[src/hdl/cst_pkg.sv]
// cst_pkg: shared types, result codes and the standard genetic code table
// for the codon stream translator. no dependencies.
`timescale 1ns / 1ps

package cst_pkg;

  typedef enum logic [1:0] {
    KIND_AMINO = 2'd0,
    KIND_ERROR = 2'd1,
    KIND_END   = 2'd2
  } kind_t;

  localparam logic [1:0] BASE_A = 2'd0;
  localparam logic [1:0] BASE_G = 2'd1;
  localparam logic [1:0] BASE_C = 2'd2;
  localparam logic [1:0] BASE_T = 2'd3;

  localparam logic [7:0] CHAR_NEWLINE = 8'h0A;
  localparam logic [7:0] CHAR_STOP    = 8'h2A;

  // first character is codon 0 (AAA), held in the top byte
  localparam logic [8*64-1:0] CODE_TABLE =
    {"KKNNRRSSTTTTIMII", "EEDDGGGGAAAAVVVV",
     "QQHHRRRRPPPPLLLL", "**YY*WCCSSSSLLFF"};

  typedef struct packed {
    logic       is_newline;
    logic       is_base;
    logic [1:0] base;
  } char_class_t;

  typedef struct packed {
    logic       has_result;
    kind_t      kind;
    logic [7:0] amino;
  } result_t;

  function automatic logic [7:0] codon_letter(input logic [5:0] codon);
    logic [5:0] slot;
    slot = 6'd63 - codon;
    return CODE_TABLE[{slot, 3'b000} +: 8];
  endfunction

endpackage

[src/hdl/cst_base_decode.sv]
// cst_base_decode: classifies one ascii character as newline, base or other
// and gives the two-bit base code. depends on cst_pkg.
`timescale 1ns / 1ps

module cst_base_decode
  import cst_pkg::*;
(
  input  logic [7:0]  char_in,
  output char_class_t char_class
);

  always_comb begin
    char_class.is_newline = (char_in == CHAR_NEWLINE);
    char_class.is_base    = 1'b1;
    char_class.base       = BASE_A;
    unique case (char_in)
      "A", "a": char_class.base = BASE_A;
      "G", "g": char_class.base = BASE_G;
      "C", "c": char_class.base = BASE_C;
      "T", "t": char_class.base = BASE_T;
      default: char_class.is_base = 1'b0;
    endcase
  end

endmodule

[src/hdl/cst_codon_engine.sv]
// cst_codon_engine: scan/translate mode, three-base window and codon lookup.
// depends on cst_pkg.
`timescale 1ns / 1ps

module cst_codon_engine
  import cst_pkg::*;
(
  input  logic        clk,
  input  logic        rst_n,
  input  logic        advance,
  input  char_class_t char_class,
  output result_t     result
);

  logic       translating_r, translating_nxt;
  logic [5:0] window_r, window_nxt;
  logic [1:0] fill_r, fill_nxt;

  logic [5:0] win_shift;
  logic [1:0] fill_inc;
  logic       start_hit;
  logic [7:0] letter;

  always_comb begin
    win_shift = {window_r[3:0], char_class.base};
    fill_inc  = (fill_r == 2'd3) ? 2'd3 : fill_r + 2'd1;
    start_hit = (win_shift[5:4] != BASE_G) && (win_shift[3:2] == BASE_T) &&
                (win_shift[1:0] == BASE_G);
    letter    = codon_letter(win_shift);

    translating_nxt   = translating_r;
    window_nxt        = window_r;
    fill_nxt          = fill_r;
    result.has_result = 1'b0;
    result.kind       = KIND_AMINO;
    result.amino      = 8'd0;

    priority if (char_class.is_newline) begin
      translating_nxt   = 1'b0;
      window_nxt        = 6'd0;
      fill_nxt          = 2'd0;
      result.has_result = 1'b1;
      result.kind       = KIND_END;
    end else if (!char_class.is_base) begin
      translating_nxt   = 1'b0;
      window_nxt        = 6'd0;
      fill_nxt          = 2'd0;
      result.has_result = 1'b1;
      result.kind       = KIND_ERROR;
    end else begin
      window_nxt = win_shift;
      fill_nxt   = fill_inc;
      if (fill_inc == 2'd3 && (translating_r || start_hit)) begin
        window_nxt        = 6'd0;
        fill_nxt          = 2'd0;
        translating_nxt   = (letter != CHAR_STOP);
        result.has_result = 1'b1;
        result.kind       = KIND_AMINO;
        result.amino      = letter;
      end
    end
  end

  always_ff @(posedge clk) begin
    if (!rst_n) begin
      translating_r <= 1'b0;
      window_r      <= 6'd0;
      fill_r        <= 2'd0;
    end else if (advance) begin
      translating_r <= translating_nxt;
      window_r      <= window_nxt;
      fill_r        <= fill_nxt;
    end
  end

endmodule

[src/hdl/codon_stream_translator.sv]
// codon_stream_translator: top level with input register and result register.
// depends on cst_pkg, cst_base_decode and cst_codon_engine.
`timescale 1ns / 1ps

// Takes one ASCII character per cycle and emits amino letters from the
// standard genetic code, a kind of 1 for an invalid character and a kind of 2
// for newline. Sustained rate is one character per cycle with no stall from
// the block itself; it stalls only while out_stall holds a pending result.
// Each character passes the input register and then the result register, with
// base decode, window update and codon table lookup done in the single logic
// stage between them. Bases that yield no amino letter produce no output transaction.

module codon_stream_translator
  import cst_pkg::*;
(
  input  logic       clk,
  input  logic       rst_n,
  input  logic       in_valid,
  output logic       in_stall,
  input  logic [7:0] in_char_in,
  output logic       out_valid,
  input  logic       out_stall,
  output logic [1:0] out_kind,
  output logic [7:0] out_amino
);

  logic        char_valid_r;
  logic [7:0]  char_r;
  logic        out_valid_r;
  logic [1:0]  out_kind_r;
  logic [7:0]  out_amino_r;

  logic        advance;
  char_class_t char_class;
  result_t     result;

  assign advance  = char_valid_r && (!out_valid_r || !out_stall);
  assign in_stall = char_valid_r && !advance;

  cst_base_decode u_decode (
    .char_in    (char_r),
    .char_class (char_class)
  );

  cst_codon_engine u_engine (
    .clk        (clk),
    .rst_n      (rst_n),
    .advance    (advance),
    .char_class (char_class),
    .result     (result)
  );

  always_ff @(posedge clk) begin
    if (!rst_n) begin
      char_valid_r <= 1'b0;
    end else if (!in_stall) begin
      char_valid_r <= in_valid;
    end
  end

  always_ff @(posedge clk) begin
    if (!in_stall && in_valid) begin
      char_r <= in_char_in;
    end
  end

  always_ff @(posedge clk) begin
    if (!rst_n) begin
      out_valid_r <= 1'b0;
    end else if (advance) begin
      out_valid_r <= result.has_result;
    end else if (!out_stall) begin
      out_valid_r <= 1'b0;
    end
  end

  always_ff @(posedge clk) begin
    if (advance && result.has_result) begin
      out_kind_r  <= result.kind;
      out_amino_r <= result.amino;
    end
  end

  assign out_valid = out_valid_r;
  assign out_kind  = out_kind_r;
  assign out_amino = out_amino_r;

endmodule

[config.mk]
export PLATFORM = sky130hd
export DESIGN_NAME = codon_stream_translator
export DESIGN_NICKNAME = d
export VERILOG_FILES = /design/src/hdl/cst_pkg.sv /design/src/hdl/cst_base_decode.sv /design/src/hdl/cst_codon_engine.sv /design/src/hdl/codon_stream_translator.sv
export SDC_FILE = /design/constraint.sdc
export NUM_CORES = 1
export LEC_CHECK = 0
export BUFFER_PORTS_ARGS = -buffer_cell sky130_fd_sc_hd__buf_2
export CELL_PAD_IN_SITES_DETAIL_PLACEMENT = 1
export CELL_PAD_IN_SITES_GLOBAL_PLACEMENT = 1
export CORE_MARGIN = 3
export CORE_UTILIZATION = 39
export DETAILED_ROUTE_END_ITERATION = 16
export GPL_ROUTABILITY_DRIVEN = 0
export PLACE_DENSITY_LB_ADDON = 0.25
export RECOVER_POWER = 100
export SETUP_SLACK_MARGIN = 0.5
export SYNTH_ARGS = -nofsm -noshare
export SYNTH_HDL_FRONTEND = slang
export SYNTH_SLANG_ARGS = --single-unit
export TNS_END_PERCENT = 20
[constraint.sdc]
create_clock -name clk -period 2.5 [get_ports clk]
set_clock_uncertainty 0.2 [all_clocks]
set_input_delay 0.25 -clock clk [delete_from_list [all_inputs] [get_ports clk]]
set_output_delay 0.25 -clock clk [all_outputs]
set_load 0.01 [all_outputs]
==> results.json, run 1 <==
{
  "status": "finished, final reports clean",
  "min_period_ns": 2.46,
  "wl_per_cell_um": 22.4,
  "finalWirelength_um": 5520,
  "grt_pass1_vias": 1459,
  "die_h_um": 67.2,
  "synth_seq_cells": 26,
  "diodes": 0,
  "cts_tree": "done",
  "h-tree-depth": 1,
  "fin_cells": 246,
  "critPathRequiredTime_ns": 2.40,
  "final-hold-violation-count": 0,
  "fmax_ghz": 0.406,
  "clock_path_buffers": 2,
  "ys_seq_area_frac": 0.473,
  "drv_slew": 0,
  "port-buffer-count": 22,
  "final_cell_mix": "buf_4, edfxtp_1, clkbuf_1, nor2_1, nand2_1",
  "core_area_um2": 3470,
  "placed_area_um2": 1690,
  "die_w_um": 67.2,
  "critPathKind": "reg2reg",
  "netlist_area_um2": 1460,
  "grt_pass1_wl_um": 7950,
  "drc_errors": 0,
  "maxCapViolCount": 0,
  "setup_tns_ns": 0,
  "setup_violations": 0,
  "clk_latency_ns": 0.28,
  "irDropWorstVdd_v": 0.000212,
  "async_reset_ff_frac": 0,
  "hold_class": "in2reg",
  "dr_wl_met2_um": 2780,
  "vias": 1430,
  "die-area_um2": 4520,
  "synth_cell_types": 48,
  "cp-start-kind": "register",
  "wl_met1_um": 2230,
  "drtPass1Iterations": 4,
  "slew_headroom": 0.490,
  "clkTransAtPathRegs_ns": 0.10,
  "worst_pin_slew_ns": 0.763,
  "grt_antenna_before_repair": 0,
  "io_pins": 24,
  "gr-total-overflow": 0,
  "pre_cts_ws_ns": 0.0546,
  "arrival_ns": 2.36,
  "dp_hpwl_um": 2830,
  "wl_met3_um": 287,
  "leakagePower_nw": 0.806,
  "highest_layer": "met4",
  "row_count": 21,
  "area_delta_synth_final_pct": 45.5,
  "synth_edf_count": 17,
  "synth_ff_type": "edfxtp_1",
  "p_per_area_nw_per_um2": 452,
  "fin_area_um2": 2130,
  "crit_fanout": 2,
  "setup_slack_ns": 0.0382,
  "drive_gt1_frac": 0.325,
  "drt-initial-drc-count": 146,
  "layout_commonest_cell": "buf_4",
  "post-route-period-util": 0.985,
  "synth_cells": 140,
  "syn_nets": 159,
  "avgViaCountPerCell": 5.81,
  "end_kind": "register",
  "cts_made_buffers": 3,
  "whs_ns": 0.0623,
  "placed_cells": 210,
  "syn_area_per_cell_um2": 10.4,
  "yosys_warnings": 0,
  "nets": 220,
  "cts.sinks": 26,
  "ant_nets": 0,
  "rsz0062_at_grt": "true",
  "grtUsageTotal": 0.246,
  "start_util": 0.421,
  "root_buffer": "clkbuf_8",
  "grt_max_degree": 16
}
[cells in the mapped netlist (all sizes together) (2+ instances only)]
| master | number | share of area |
|---|---|---|
| o21a | 2 | 0.010 |
| buf | 3 | 0.010 |
| nand2b | 2 | 0.0086 |
| a211oi | 2 | 0.010 |
| and2 | 4 | 0.017 |
| nor3 | 3 | 0.010 |
| clkbuf | 3 | 0.0077 |
| nor2b | 6 | 0.026 |
| a21oi | 4 | 0.014 |
| o21ai | 7 | 0.024 |
| nor2 | 13 | 0.033 |
| edfxtp | 17 | 0.35 |
| o22ai | 2 | 0.0086 |
| nand2 | 11 | 0.028 |
| inv | 7 | 0.018 |
| ha | 7 | 0.060 |
| nand3 | 4 | 0.022 |
| a21boi | 3 | 0.015 |
| dfxtp | 9 | 0.12 |
| o31ai | 2 | 0.014 |
| a211o | 2 | 0.012 |
| nand4bb | 2 | 0.015 |
| nor3b | 2 | 0.010 |
| a31oi | 3 | 0.013 |
[path summary, 6_finish.rpt]
kind	startpoint	end	slack (ns)	depth (start not counted)
min reg2reg	char_valid_r	out_valid	0.29	2
min	rst_n	char_valid_r	0.06	2
max reg2reg	char_r[3]	out_amino[0]	0.04	7
max	char_r[3]	out_amino[0]	0.04	7
[metrics by stage]
step / util / power [mW]
6_report: 0.613 / 0.962
3_5_place_dp: 0.486 / 0.560
3_3_place_gp: 0.486 / 0.556
5_1_grt: 0.613 / 0.985
4_1_cts: 0.586 / 0.940
2_1_floorplan: - / 0.529
[cell families (layout without fill, tap and decap cells)]
kind of cell	count (synthesis)	after routing	synth area share
simple gates	55	55	0.222
compound gates	36	36	0.193
flops	26	26	0.473
buf+inv	13	73	0.0360
fa+ha+maj	7	7	0.0599
mux	2	2	0.0146
other cells	1	1	0.00257
[metal layers]
metal  GRT usage  up-vias
met5           0        -
met4       0.129        0
met3      0.0366       21
met2       0.410       58
met1       0.308      715
li1            -      636
[power by group]
group | switching [mW] | total, mW | leakage [nW] | internal, mW
registers | 0.00978 | 0.483 | 0.234 | 0.473
logic | 0.0594 | 0.111 | 0.536 | 0.0521
clock network | 0.152 | 0.367 | 0.0357 | 0.215
[flip-flops by register name (all words and copies together), names as in the netlist]
| name | flops |
|---|---|
| out_valid | 1 |
| u_engine.translating_r | 1 |
| out_kind | 2 |
| u_engine.fill_r | 2 |
| out_amino | 7 |
| u_engine.window_r | 4 |
| char_r | 8 |
| char_valid_r | 1 |
[worst max-delay path: stages, from the launching register on]
cell and delay, ns:
edfxtp_1 0.44, or3b_4 0.45, a21oi_4 0.17, inv_2 0.07
ha_4 0.21, mux2_2 0.28, a32o_2 0.25, a2111oi_4 0.21
[timing repair]
item,in CTS,in global routing
hold buffers,9,0
endpoints found under the hold margin,9,0
resized for setup,11,15
setup buffers,17,6
pin swaps,4,12
endpoints found under the setup margin,16,22
[cell type report]
cell class	instances	area, µm²
Multi-Input combinational cell	101	846
Tap cell	46	57.6
Timing Repair Buffer	62	434
Sequential cell	26	691
Clock inverter	1	30.0
Inverter	7	26.3
Fill cell	390	1340
Clock buffer	3	41.3
No activity file was read; power rests on OpenSTA's default activity.
==> run 2: changes to the inputs <==
ABC_AREA = 1   (was default)
CORE_UTILIZATION = 37   (was 39)
RECOVER_POWER = 25   (was 100)
==> run 2 against run 1 <==
Effect of this change: die area increased by 6.1%; critical path depth up 3; flip-flop and latch count is the same; utilization down 9.3 points; worst setup slack improved by 0.36 ns; cell count rose by 10%; register-to-register slack better by 0.36 ns; clock power is 31% lower; power decreased by 12%; critical path type unchanged; largest cell class unchanged.
==> results.json, run 2 <==
{
  "synth_ff_type": "edfxtp_1",
  "setup_tns_ns": 0,
  "drt-initial-drc-count": 119,
  "drive_gt1_frac": 0.323,
  "grt_antenna_before_repair": 0,
  "synth_edf_count": 17,
  "netlist_top_cells_area": "edfxtp_1, dfxtp_1, nand2_1",
  "h-tree-depth": 1,
  "cp-start-kind": "register",
  "grt_pass1_vias": 1373,
  "die-area_um2": 4790,
  "placed_area_um2": 1610,
  "grt_pass1_wl_um": 6260,
  "rsz0062_at_grt": "true",
  "cp.buffers_inverters": 3,
  "diodes": 0,
  "cts.sinks": 26,
  "setup_violations": 0,
  "maxCapViolCount": 0,
  "final-hold-violation-count": 0,
  "clk_latency_ns": 0.28,
  "wl_per_cell_um": 15.8,
  "synthAdderAreaFrac": 0.0592,
  "yosys.area.top_type": "edfxtp_1",
  "fmax_ghz": 0.476,
  "clkTransAtPathRegs_ns": 0.09,
  "gr-total-overflow": 0,
  "status": "finished, final reports clean",
  "top_register": "char_r",
  "synth_mux_area_frac": 0,
  "synth_top_family_by_area": "simple AND/OR/NAND/NOR gates",
  "placed_cells": 246,
  "post-route-period-util": 0.840,
  "layout_commonest_cell": "nand2_1",
  "grtUsageTotal": 0.159,
  "synth.top_cells.by_count": "nand2_1, nor2_1, inv_1",
  "clock_path_buffers": 2,
  "yosys.area_share.simple": 0.275,
  "max_stage_delay_ns": 0.40,
  "die_h_um": 69.2,
  "nets": 243,
  "irDropWorstVdd_v": 0.000326,
  "critPathRequiredTime_ns": 2.31,
  "synth_seq_cells": 26,
  "async_reset_ff_frac": 0,
  "synth_top_area_frac": 0.345,
  "arrival_ns": 1.91,
  "root_buffer": "clkbuf_8",
  "holdPathStages": 3,
  "vias": 1367,
  "p_per_area_nw_per_um2": 436,
  "syn_nets": 199,
  "path_cells": "buf_4 > buf_4 > nor2_1 > nand3_1 > nor2_1 > nor2_2 > nand2_2 > nand2_4 > nand2_4 > clkinvlp_4",
  "largest_reg_flops": 8,
  "yosys_warnings": 0,
  "row_count": 22,
  "finalWirelength_um": 4270,
  "drv_slew": 0,
  "drtPass1Iterations": 4,
  "holdCritStartpoint": "rst_n",
  "crit_fanout": 5,
  "finalPower_uw": 850,
  "dp_hpwl_um": 2650,
  "fin_area_um2": 1950,
  "area_delta_synth_final_pct": 31.7,
  "drc_errors": 0,
  "grt_max_degree": 15,
  "synth_cell_types": 26,
  "final_core_util": 0.520,
  "min_period_ns": 2.10,
  "critPathKind": "reg2reg",
  "start_util": 0.395,
  "timing.rr.end": "out_amino[2]",
  "synth_xor_area_frac": 0,
  "synth_compound_area_frac": 0.0998,
  "leakagePower_nw": 0.791,
  "fin_cells": 271,
  "ys_seq_area_frac": 0.467,
  "end_kind": "register",
  "core_area_um2": 3740,
  "port-buffer-count": 22,
  "r2r_start": "char_r[3]",
  "avgViaCountPerCell": 5.04,
  "synth_most_common_cell": "nand2_1",
  "synth_cells": 180,
  "hold_class": "in2reg",
  "final_cell_mix": "nand2_1, nor2_1, inv_1, buf_2, edfxtp_1",
  "worst_path_dominant_cell_family": "simple AND/OR/NAND/NOR gates",
  "die_w_um": 69.2,
  "cts_made_buffers": 3,
  "syn_area_per_cell_um2": 8.22,
  "hold_end": "u_engine.fill_r[1]",
  "ant_nets": 0,
  "crit_path_top_delay_cell": "edfxtp_1",
  "netlist_area_um2": 1480,
  "rrSetupSlack_ns": 0.40,
  "rr_worst_depth": 10,
  "cts_tree": "done",
  "io_pins": 24
}
[run 2: changes by cell type after synthesis, sizes merged, moves of 4 or more]
cell / delta
a21oi: +11
and2: -4
inv: +20
nand2: +35
nor2: +17
nor2b: -6
[run 2: worst register-to-register path: stages, from the launching register on]
cell	delay [ns]
edfxtp_1	0.40
buf_4	0.15
buf_4	0.13
nor2_1	0.11
nand3_1	0.12
nor2_1	0.17
nor2_2	0.07
nand2_2	0.12
nand2_4	0.08
nand2_4	0.11
clkinvlp_4	0.17
[run 2: final cells by class]
| cell class | count | area [µm²] |
|---|---|---|
| well taps | 48 | 60.1 |
| repair buffers | 42 | 275 |
| inverters | 27 | 108 |
| flip-flops and latches | 26 | 698 |
| clock buffers | 4 | 45.0 |
| fillers | 472 | 1800 |
| multi-input cells | 123 | 754 |
| repair inverters | 1 | 7.51 |
[run 2: cells by family (layout without fill, tap and decap cells)]
| group | Yosys count | in the layout |
|---|---|---|
| and+or+nand+nor | 89 | 89 |
| buffers and inverters | 31 | 74 |
| AOI/OAI and AO/OA | 26 | 26 |
| DFF | 26 | 26 |
| adders and majority gates | 7 | 7 |
| other | 1 | 1 |
[run 2: worst max-delay path by stage]
stage	to	startpoint	cells past startpoint
final	out_amino[2]	char_r[3]	10
after global routing	out_amino[1]	char_r[3]	10
after CTS	u_engine.translating_r	char_r[7]	13
after detailed placement	out_amino[0]	u_engine.window_r[0]	9
after global placement	out_amino[0]	u_engine.window_r[0]	9
after floorplan	out_amino[4]	char_r[3]	11
[run 2: where the power goes]
part	internal [mW]	switching, mW
combinational	0.0471	0.0631
sequential	0.473	0.0125
clock	0.115	0.139
total	0.635	0.215
[run 2: through the flow]
| step | hold slack [ns] | worst slack, ns |
|---|---|---|
| after floorplan | 0.149 | 0.631 |
| after global placement | 0.227 | 0.245 |
| after detailed placement | 0.229 | 0.200 |
| after CTS | 0.0207 | 0.450 |
| after global routing | 0.0172 | 0.277 |
| final | 0.0110 | 0.400 |
[run 2: repair_timing]
item                                    in CTS  in global routing
endpoints found under the setup margin      16                 17
gates cloned                                 1                  0
hold endpoints to repair                     8                  0
pin swaps                                    3                 15
hold buffers                                 8                  0
setup buffers                                3                  9
gates resized for setup                      9                 23
[run 2: metal layers]
metal | share of wire | vias to the layer above | wire length [µm] | track usage
li1 | - | 663 | - | -
met5 | 0 | - | 0 | 0
met4 | 0.0070 | 0 | 30 | 0.0521
met1 | 0.43 | 663 | 1830 | 0.195
met2 | 0.52 | 37 | 2220 | 0.280
met3 | 0.044 | 4 | 188 | 0.0290
==> run 3: changes to the inputs <==
clock period = 1.9 ns   (was 2.5 ns; I/O delays follow)
==> run 3 against run 2 <==
Effect of this change: the run now ends with setup timing left; utilization increased by 7.6 points; worst setup slack worse by 0.66 ns; routed wire length rose by 30%; maximum frequency shrank 2.7%; register-to-register slack got worse by 0.66 ns; largest cell class unchanged.
==> results.json, run 3 (synthesis results as in run 2) <==
{
  "drt-initial-drc-count": 97,
  "grt_antenna_before_repair": 0,
  "grt_pass1_wl_um": 7620,
  "p_sw_frac": 0.270,
  "start_util": 0.395,
  "placed_cells": 262,
  "power_switching_uw": 314,
  "grt_max_degree": 15,
  "whs_ns": 0.00542,
  "largest_reg_flops": 8,
  "area_delta_synth_final_pct": 50.8,
  "layout_commonest_cell": "nand2_1",
  "setup_tns_ns": -3.57,
  "critPathKind": "reg2reg",
  "clk_latency_ns": 0.28,
  "hold_class": "in2reg",
  "core_area_um2": 3740,
  "cts_tree": "done",
  "dp_hpwl_um": 2960,
  "crit_fanout": 3,
  "grtUsageTotal": 0.202,
  "vias": 1545,
  "seq_power_share": 0.548,
  "cts_made_buffers": 3,
  "rsz0062_at_grt": "true",
  "critPathRequiredTime_ns": 1.74,
  "setup_slack_ns": -0.258,
  "io_pins": 24,
  "avgViaCountPerCell": 5.31,
  "pre_cts_ws_ns": -0.143,
  "wl_per_cell_um": 19.1,
  "post-route-period-util": 1.14,
  "finalPower_mw": 1.16,
  "die_w_um": 69.2,
  "min_period_ns": 2.16,
  "irDropWorstVdd_v": 0.000370,
  "clkTransAtPathRegs_ns": 0.09,
  "drc_errors": 0,
  "leakagePower_nw": 0.912,
  "drive_gt1_frac": 0.461,
  "finalWirelength_um": 5550,
  "final-hold-violation-count": 0,
  "port-buffer-count": 22,
  "h-tree-depth": 1,
  "cts.sinks": 26,
  "p_comb_frac": 0.161,
  "fmax_ghz": 0.463,
  "diodes": 0,
  "drtPass1Iterations": 6,
  "maxCapViolCount": 0,
  "clock_path_buffers": 2,
  "nets": 263,
  "cp-start-kind": "register",
  "status": "finished with violations",
  "violations": "setup timing",
  "top_register": "char_r",
  "root_buffer": "clkbuf_8",
  "grt_pass1_vias": 1545,
  "final_cell_mix": "nand2_1, buf_2, buf_4, inv_1, edfxtp_1",
  "pwr-share-clk": 0.291,
  "end_kind": "register",
  "die_h_um": 69.2,
  "gr-total-overflow": 0,
  "intPower_uw": 847,
  "fin_cells": 291,
  "ant_nets": 0,
  "p_per_area_nw_per_um2": 520,
  "arrival_ns": 2.00,
  "drv_slew": 0,
  "setup_violations": 22,
  "row_count": 22,
  "die-area_um2": 4790
}
[run 3: final timing paths]
kind | startpoint | to | slack [ns] | cells past startpoint
max | char_r[2] | out_amino[4] | -0.26 | 11
min | out_stall | out_valid | 0.005 | 3
max reg2reg | char_r[2] | out_amino[4] | -0.26 | 11
min reg2reg | u_engine.translating_r | u_engine.translating_r | 0.30 | 2
[run 3: per-layer routing]
metal | wire, µm | up-vias | part of all wire | global-route usage
li1 | - | 703 | - | -
met1 | 2200 | 782 | 0.40 | 0.227
met2 | 2960 | 44 | 0.53 | 0.370
met3 | 215 | 16 | 0.039 | 0.0333
met4 | 173 | 0 | 0.031 | 0.0889
met5 | 0 | - | 0 | 0
[run 3: worst max-delay path, stage by stage (launching register included)]
cell and delay, ns:
edfxtp_1 0.46, inv_2 0.11, nand2_1 0.09, nor2_1 0.14
nand2_2 0.09, nand2_4 0.11, ha_4 0.15, nor2_4 0.05
a21oi_2 0.13, o21bai_1 0.12, a22oi_1 0.19, nor2_1 0.08
[run 3: final cells by class]
type | count | area [µm²]
repair buffers | 62 | 477
well taps | 48 | 60.1
fillers | 449 | 1510
multi-input cells | 123 | 840
repair inverters | 1 | 7.51
clock inverters | 1 | 3.75
clock buffers | 3 | 41.3
inverters | 27 | 111
flip-flops and latches | 26 | 691
[run 3: stage by stage]
stage                      util  cell area, µm²
after floorplan               -            1490
after global placement    0.463            1730
after detailed placement  0.463            1730
after CTS                 0.539            2020
after global routing      0.596            2230
final                     0.596            2230
[run 3: power by group through the flow]
| stage | clock (mW) | sequential [mW] | combinational [mW] |
|---|---|---|---|
| finish | 0.338 | 0.637 | 0.187 |
| global route | 0.361 | 0.639 | 0.198 |
| CTS | 0.336 | 0.634 | 0.147 |
| detailed placement | 0 | 0.647 | 0.116 |
| global placement | 0 | 0.646 | 0.110 |
| floorplan | 0 | 0.651 | 0.0649 |
[run 3: what timing repair did]
item	in CTS	in global routing
pin swaps	12	17
setup buffers	10	4
gates cloned	0	1
hold buffers	10	0
resized for setup	15	48
setup endpoints to repair	26	35
endpoints found under the hold margin	11	0
